==> src/arfp_pkg.sv <==
// Package for the ASCII range frame parser: frame geometry, register codes,
// digit storage type and the decimal digit weights.
// No dependencies.
`default_nettype none

package arfp_pkg;

  // Frame geometry.
  localparam int BUFFER_LENGTH = 200;
  localparam int DIGIT_START   = 10;
  localparam int DIGIT_COUNT   = 5;
  localparam int MATCH_POS_A   = 4;
  localparam int MATCH_POS_B   = 5;

  // Field and register widths.
  localparam int BYTE_W  = 8;
  localparam int POS_W   = 8;
  localparam int VALUE_W = 16;
  localparam int CFG_IDX_W  = 3;
  localparam int CFG_DATA_W = 16;

  localparam logic [VALUE_W-1:0] ASCII_ZERO = 16'h0030;

  // Configuration register indexes.
  typedef enum logic [CFG_IDX_W-1:0] {
    REG_START_CHAR    = 3'd0,
    REG_END_CHAR      = 3'd1,
    REG_MATCH_FIRST   = 3'd2,
    REG_MATCH_SECOND  = 3'd3,
    REG_STOP_DISTANCE = 3'd4
  } cfg_reg_e;

  // Register reset values.
  localparam logic [BYTE_W-1:0]  START_CHAR_RST    = 8'd42;
  localparam logic [BYTE_W-1:0]  END_CHAR_RST      = 8'd35;
  localparam logic [BYTE_W-1:0]  MATCH_FIRST_RST   = 8'd54;
  localparam logic [BYTE_W-1:0]  MATCH_SECOND_RST  = 8'd52;
  localparam logic [VALUE_W-1:0] STOP_DISTANCE_RST = 16'd400;

  // Captured digit characters, most significant first.
  typedef logic [DIGIT_COUNT-1:0][BYTE_W-1:0] digits_t;

  // Weight of digit k: 10000 for the first digit, falling by tens.
  function automatic logic [VALUE_W-1:0] digit_weight(input int k);
    logic [VALUE_W-1:0] w;
    case (k)
      0:       w = 16'd10000;
      1:       w = 16'd1000;
      2:       w = 16'd100;
      3:       w = 16'd10;
      4:       w = 16'd1;
      default: w = 16'd0;
    endcase
    return w;
  endfunction

endpackage

`default_nettype wire

==> src/ascii_range_frame_parser.sv <==
// The end character of a matching frame loads the snapshot stage, which then
// loads the output stage. Throughput: one byte per cycle; a byte is refused
// only while a result waits in both the snapshot and output stages.
// Reset (asynchronous, active low) clears the frame state, the kept bytes and
// the stage valids, and loads the register defaults. Uses arfp_pkg.
`default_nettype none

module ascii_range_frame_parser (
  input  logic                              clk_i,
  input  logic                              rst_ni,
  // Configuration write port.
  input  logic                              cfg_we_i,
  input  logic [arfp_pkg::CFG_IDX_W-1:0]    cfg_index_i,
  input  logic [arfp_pkg::CFG_DATA_W-1:0]   cfg_wdata_i,
  // Byte input channel.
  input  logic                              in_valid_i,
  output logic                              in_ready_o,
  input  logic [arfp_pkg::BYTE_W-1:0]       rx_byte_i,
  // Result channel.
  output logic                              out_valid_o,
  input  logic                              out_ready_i,
  output logic [arfp_pkg::VALUE_W-1:0]      distance_o,
  output logic [arfp_pkg::VALUE_W-1:0]      remaining_o
);
  import arfp_pkg::*;

  // Configuration registers.
  logic [BYTE_W-1:0]  start_char_q, end_char_q, match_first_q, match_second_q;
  logic [VALUE_W-1:0] stop_distance_q;

  // Frame state.
  logic              in_frame_q, in_frame_d;
  logic [POS_W-1:0]  position_q, position_d;
  logic [BYTE_W-1:0] match_a_q, match_a_d, match_b_q, match_b_d;
  digits_t           digits_q, digits_d;

  // Snapshot stage and output stage.
  logic              snap_valid_q;
  digits_t           snap_digits_q;
  logic              out_valid_q;
  logic [VALUE_W-1:0] distance_q, remaining_q;
  logic [VALUE_W-1:0] calc_distance, calc_remaining;

  logic in_xfer, snap_adv, is_start, is_end, emit;
  logic [POS_W-1:0] pos_base;
  logic [POS_W:0]   pos_inc;

  // Handshake: the snapshot moves on when the output register is free or
  // drained in this cycle; bytes are taken unless the snapshot is stuck.
  assign snap_adv   = !out_valid_q || out_ready_i;
  assign in_ready_o = !snap_valid_q || snap_adv;
  assign in_xfer    = in_valid_i && in_ready_o;

  // Configuration writes.
  always_ff @(posedge clk_i or negedge rst_ni) begin
    if (!rst_ni) begin
      start_char_q    <= START_CHAR_RST;
      end_char_q      <= END_CHAR_RST;
      match_first_q   <= MATCH_FIRST_RST;
      match_second_q  <= MATCH_SECOND_RST;
      stop_distance_q <= STOP_DISTANCE_RST;
    end else if (cfg_we_i) begin
      case (cfg_reg_e'(cfg_index_i))
        REG_START_CHAR:    start_char_q    <= cfg_wdata_i[BYTE_W-1:0];
        REG_END_CHAR:      end_char_q      <= cfg_wdata_i[BYTE_W-1:0];
        REG_MATCH_FIRST:   match_first_q   <= cfg_wdata_i[BYTE_W-1:0];
        REG_MATCH_SECOND:  match_second_q  <= cfg_wdata_i[BYTE_W-1:0];
        REG_STOP_DISTANCE: stop_distance_q <= cfg_wdata_i[VALUE_W-1:0];
        default: ;
      endcase
    end
  end

  // Frame decode: the end check uses the bytes kept before this byte.
  assign is_end   = (rx_byte_i == end_char_q);
  assign is_start = (rx_byte_i == start_char_q);
  assign emit     = is_end && (match_a_q == match_first_q) && (match_b_q == match_second_q);
  assign pos_base = is_start ? '0 : position_q;
  assign pos_inc  = {1'b0, pos_base} + (POS_W+1)'(1);

  // Next frame state: store by position, advance and wrap at the buffer end.
  always_comb begin
    in_frame_d = in_frame_q;
    position_d = position_q;
    match_a_d  = match_a_q;
    match_b_d  = match_b_q;
    digits_d   = digits_q;
    if (is_end) begin
      in_frame_d = 1'b0;
    end
    if (is_start) begin
      in_frame_d = 1'b1;
      position_d = '0;
    end
    if (in_frame_d) begin
      if (pos_base == POS_W'(MATCH_POS_A)) begin
        match_a_d = rx_byte_i;
      end
      if (pos_base == POS_W'(MATCH_POS_B)) begin
        match_b_d = rx_byte_i;
      end
      for (int k = 0; k < DIGIT_COUNT; k++) begin
        if (pos_base == POS_W'(DIGIT_START + k)) begin
          digits_d[k] = rx_byte_i;
        end
      end
      if (pos_inc >= (POS_W+1)'(BUFFER_LENGTH)) begin
        position_d = '0;
      end else begin
        position_d = pos_inc[POS_W-1:0];
      end
    end
  end

  always_ff @(posedge clk_i or negedge rst_ni) begin
    if (!rst_ni) begin
      in_frame_q <= 1'b0;
      position_q <= '0;
      match_a_q  <= '0;
      match_b_q  <= '0;
      digits_q   <= '0;
    end else if (in_xfer) begin
      in_frame_q <= in_frame_d;
      position_q <= position_d;
      match_a_q  <= match_a_d;
      match_b_q  <= match_b_d;
      digits_q   <= digits_d;
    end
  end

  // Snapshot stage: holds the digits of a matching frame.
  always_ff @(posedge clk_i or negedge rst_ni) begin
    if (!rst_ni) begin
      snap_valid_q <= 1'b0;
    end else if (in_xfer) begin
      snap_valid_q <= emit;
    end else if (snap_adv) begin
      snap_valid_q <= 1'b0;
    end
  end

  always_ff @(posedge clk_i) begin
    if (in_xfer && emit) begin
      snap_digits_q <= digits_q;
    end
  end

  arfp_value_calc u_value_calc (
    .digits_i        (snap_digits_q),
    .stop_distance_i (stop_distance_q),
    .distance_o      (calc_distance),
    .remaining_o     (calc_remaining)
  );

  // Output register.
  always_ff @(posedge clk_i or negedge rst_ni) begin
    if (!rst_ni) begin
      out_valid_q <= 1'b0;
    end else if (snap_adv) begin
      out_valid_q <= snap_valid_q;
    end
  end

  always_ff @(posedge clk_i) begin
    if (snap_adv && snap_valid_q) begin
      distance_q  <= calc_distance;
      remaining_q <= calc_remaining;
    end
  end

  assign out_valid_o = out_valid_q;
  assign distance_o  = distance_q;
  assign remaining_o = remaining_q;

endmodule

`default_nettype wire

==> src/arfp_value_calc.sv <==
// Converts the captured digit characters into the decimal distance and the
// remaining distance, both modulo 2^16. Uses arfp_pkg.
`default_nettype none

module arfp_value_calc (
  input  arfp_pkg::digits_t              digits_i,
  input  logic [arfp_pkg::VALUE_W-1:0]   stop_distance_i,
  output logic [arfp_pkg::VALUE_W-1:0]   distance_o,
  output logic [arfp_pkg::VALUE_W-1:0]   remaining_o
);
  import arfp_pkg::*;

  logic [VALUE_W-1:0] sum;

  // Each digit is offset from ASCII zero and scaled by a constant weight.
  // Non-digit characters go through the same formula and the sum wraps.
  always_comb begin
    sum = '0;
    for (int k = 0; k < DIGIT_COUNT; k++) begin
      sum = VALUE_W'(sum + VALUE_W'(({{(VALUE_W-BYTE_W){1'b0}}, digits_i[k]} - ASCII_ZERO)
                                    * digit_weight(k)));
    end
  end

  assign distance_o  = sum;
  assign remaining_o = VALUE_W'(sum - stop_distance_i);

endmodule

`default_nettype wire

==> config.mk <==
export PLATFORM = sky130hd
export DESIGN_NAME = ascii_range_frame_parser
export DESIGN_NICKNAME = d
export VERILOG_FILES = /design/src/arfp_pkg.sv /design/src/ascii_range_frame_parser.sv /design/src/arfp_value_calc.sv
export SDC_FILE = /design/constraint.sdc
export NUM_CORES = 1
export LEC_CHECK = 0
export BUFFER_PORTS_ARGS = -buffer_cell sky130_fd_sc_hd__clkbuf_2
export CAP_MARGIN = 40
export CORE_MARGIN = 2
export CORE_UTILIZATION = 63
export CTS_CLUSTER_SIZE = 12
export DETAILED_ROUTE_END_ITERATION = 10
export GPL_ROUTABILITY_DRIVEN = 0
export PLACE_DENSITY_LB_ADDON = 0.25
export SYNTH_ARGS = -nofsm -noshare
export SYNTH_HDL_FRONTEND = slang
export SYNTH_SLANG_ARGS = --single-unit
==> constraint.sdc <==
create_clock -name clk_i -period 9.8 [get_ports clk_i]
set_input_delay 1.96 -clock clk_i [delete_from_list [all_inputs] [get_ports clk_i]]
set_output_delay 1.96 -clock clk_i [all_outputs]
set_load 0.02 [all_outputs]
==> reports/results.tsv <==
metric	value	unit
Multi-input gate area	6900	µm²
FMAX	130	MHz
# diodes	0	
worst-case clock buffer depth	2	
Num CTS Buffers	17	
Detail Route Antenna Nets	0	
Reg area	5060	µm²
final wirelength	24.2	mm
DR pass1 iterations	4	
Setup-failing EPs final	0	
Post-Syn Area	12600	µm²
first-pass GRT wire length	40.4	mm
xor and xnor area share after synthesis	0.0852	
grt ovf	0	
Hold Path Class	flip-flop to flip-flop	
post-CTS setup buffer count	0	
final core occ	0.710	
CTS Hold Buffers Added	0	
Top FF cell, synth	dfrtp_1	
arrival time at the worst endpoint	7.89	ns
fin worst setup slack	2.10	ns
largest cells by area after synthesis	dfrtp_1, edfxtp_1, ha_1	
initial drt markers	336	
Adder-Cell Fraction of Synth Area	0.249	
Synth Area in Simple Gates	0.0617	
critical path's top delay family	adder cells	
area leader, netlist	dfrtp_1	
power per cell area	133	nW/µm²
register area share after synthesis	0.401	
DR WL/cell	17.1	µm
std cell rows	51	
main combinational cell family by area after synthesis	adder cells	
Final Max Tran Viols	0	
syn nets	1305	
Hold Vio Cnt, Final	0	
largest net degree at the start of global routing	58	
Worst-Margin Slew	0.854	ns
full die area	21200	µm²
#FFs+latches synth	187	
area grow syn2layout	9.96	%
die width	145	µm
LEAKAGE	6.71	nW
Worst setup EP type	flip-flop	
Critical Path Slowest Stage Cell	fa_1	
setup TNS	0	ns
Starting Density	0.645	
Post-synth EDFFs	72	
Synth Area per Inst	11.8	µm²
fraction of layout cells with a size suffix above 1	0.195	
required time worst endpoint	9.99	ns
clk_lat worst skew	0.44	ns
H-tree depth	4	
skew final	0.0133	ns
post-synthesis mux area share	0.0854	
slowest stage delay, CP	0.54	ns
DR DRC count	0	
Num Clock Sinks	187	
CP Launch Type	flip-flop	
Fill cells	1406	
Synth Instances	1069	
via count	7728	
share of the synthesized area in the top cell type	0.197	
Final nets	1378	
Critical Path Fanout Max	7	
GR Util All Layers	0.241	
Clock transition at path regs	0.08	ns
core area	19500	µm²
peak supply drop	0.000116	V
fin crit period	7.70	ns
CTS tree	built	
Distinct cells, synth	54	
vias in the first global route	8075	
root buffer cell	clkbuf_16	
WP buf/inv	7	
Final Cycle Share	0.786	
dpl hpwl	18.8	mm
Crit Path Class	flip-flop to flip-flop	
status	completed	
Place WS	2.09	ns
Synth Warn #	0	
initial antenna violation count	0	
Slew headroom	0.431	
Placed Instance Area	13300	µm²
Die H	145	µm
Via density	5.44	
I/O pins	66	
Hold Slack	0.446	ns
cts repair resizes	0	
CP dominant cell by count	inv_1	
Max-Cap Viols	0	
Synth Area in Compound Gates	0.0652	
area of all placed cells without fillers	13900	µm²
RSZ-0062 raised after global routing	false	
Post-synth ARST share	0.615	
IO buf count	65	
## metrics by stage
step	power, W	cells
3_5_place_dp	0.00117	1388
5_1_grt	0.00191	1420
2_1_floorplan	0.00110	1069
6_report	0.00184	1420
3_3_place_gp	0.00116	1386
4_1_cts	0.00184	1420
## worst reg2reg max path, stage by stage, from the launching register on
cell and delay, ns:
edfxtp_1 0.50, ha_1 0.26, xor2_1 0.30, inv_1 0.15, ha_1 0.31, inv_1 0.05, fa_1 0.48, inv_1 0.06
fa_1 0.52, inv_1 0.05, fa_1 0.49, inv_1 0.04, ha_1 0.33, xnor2_1 0.16, fa_1 0.51, inv_1 0.07
fa_1 0.51, fa_1 0.54, inv_1 0.04, ha_1 0.34, a21oi_1 0.22, o21ai_0 0.12, a21oi_1 0.19, xnor2_1 0.11
ha_1 0.41, mux2_2 0.36, a311oi_1 0.23, nand3b_1 0.10
## synthesized netlist by cell type (all sizes together), types with 2 or more instances
library cell	instances
xor2	55
o31ai	3
mux2	92
nand4	2
o21a	5
a211oi	2
nor3	8
o21bai	11
and3	7
nand2	50
a21o	11
a41oi	2
or3	7
mux2i	4
edfxtp	72
o211ai	7
o2111ai	2
o41ai	2
or2	3
nor2b	8
o21ai	39
inv	155
a21oi	40
nand3	17
clkbuf	15
nand2b	7
dfrtp	99
nor2	24
a31oi	2
nor4	10
and2	5
nand3b	3
fa	78
a311oi	2
buf	2
xnor2	65
ha	126
dfstp	16
## final timing paths
path                                         from                 end  slack, ns  cells past startpoint
worst min register to register       digits_q[30]   snap_digits_q[30]       0.45                      0
worst min-delay path                 digits_q[30]   snap_digits_q[30]       0.45                      0
max in group asynchronous                  rst_ni  stop_distance_q[8]       7.22                      3
worst max-delay path            snap_digits_q[13]     remaining_o[14]       2.10                     27
min in group asynchronous                  rst_ni        match_b_q[4]       1.52                      1
worst max register to register  snap_digits_q[13]     remaining_o[14]       2.10                     27
## cells in the final DEF, fill, tap and decap left out, types with 16 or more instances in the layout
master and count:
o21ai_0 39, nand2_1 50, inv_1 154, nor2_1 22, ha_1 126, clkbuf_2 64
clkbuf_16 19, edfxtp_1 72, xor2_1 55, dfstp_2 16, nand3_1 17, mux2_2 92
dfrtp_1 99, a21oi_1 40, fa_1 78, xnor2_1 65
## flip-flops by register name (all words and copies together) (netlist names)
signal / count
distance_o: 16
end_char_q: 8
digits_q: 40
remaining_o: 16
start_char_q: 8
match_first_q: 8
snap_digits_q: 40
in_frame_q: 1
match_a_q: 8
position_q: 8
match_second_q: 8
match_b_q: 8
snap_valid_q: 1
out_valid_o: 1
stop_distance_q: 16
## power breakdown
| part | total (W) | internal, W | switching [W] |
|---|---|---|---|
| registers | 0.000914 | 0.000880 | 0.0000345 |
| logic | 0.000241 | 0.000112 | 0.000129 |
| clock network | 0.000682 | 0.000368 | 0.000314 |
| total | 0.00184 | 0.00136 | 0.000477 |
## area by class of cell
cell class | count | share of cell area
Sequential cell | 187 | 0.365
Tap cell | 265 | 0.0239
Inverter | 156 | 0.0426
Multi-Input combinational cell | 709 | 0.498
Timing Repair Buffer | 71 | 0.0282
Clock buffer | 20 | 0.0353
Clock inverter | 12 | 0.00704
## metal layers
layer | GRT usage | part of all wire
met1 | 0.307 | 0.43
met2 | 0.427 | 0.51
met3 | 0.0342 | 0.030
met4 | 0.0824 | 0.024
met5 | 0 | 0
## kinds of logic after synthesis
kind of cell    Yosys count
fa+ha+maj               204
flops                   187
buf+inv                 173
simple gates            154
compound gates          134
xor+xnor                121
mux                      96
Power figures use the tool's default switching activity.
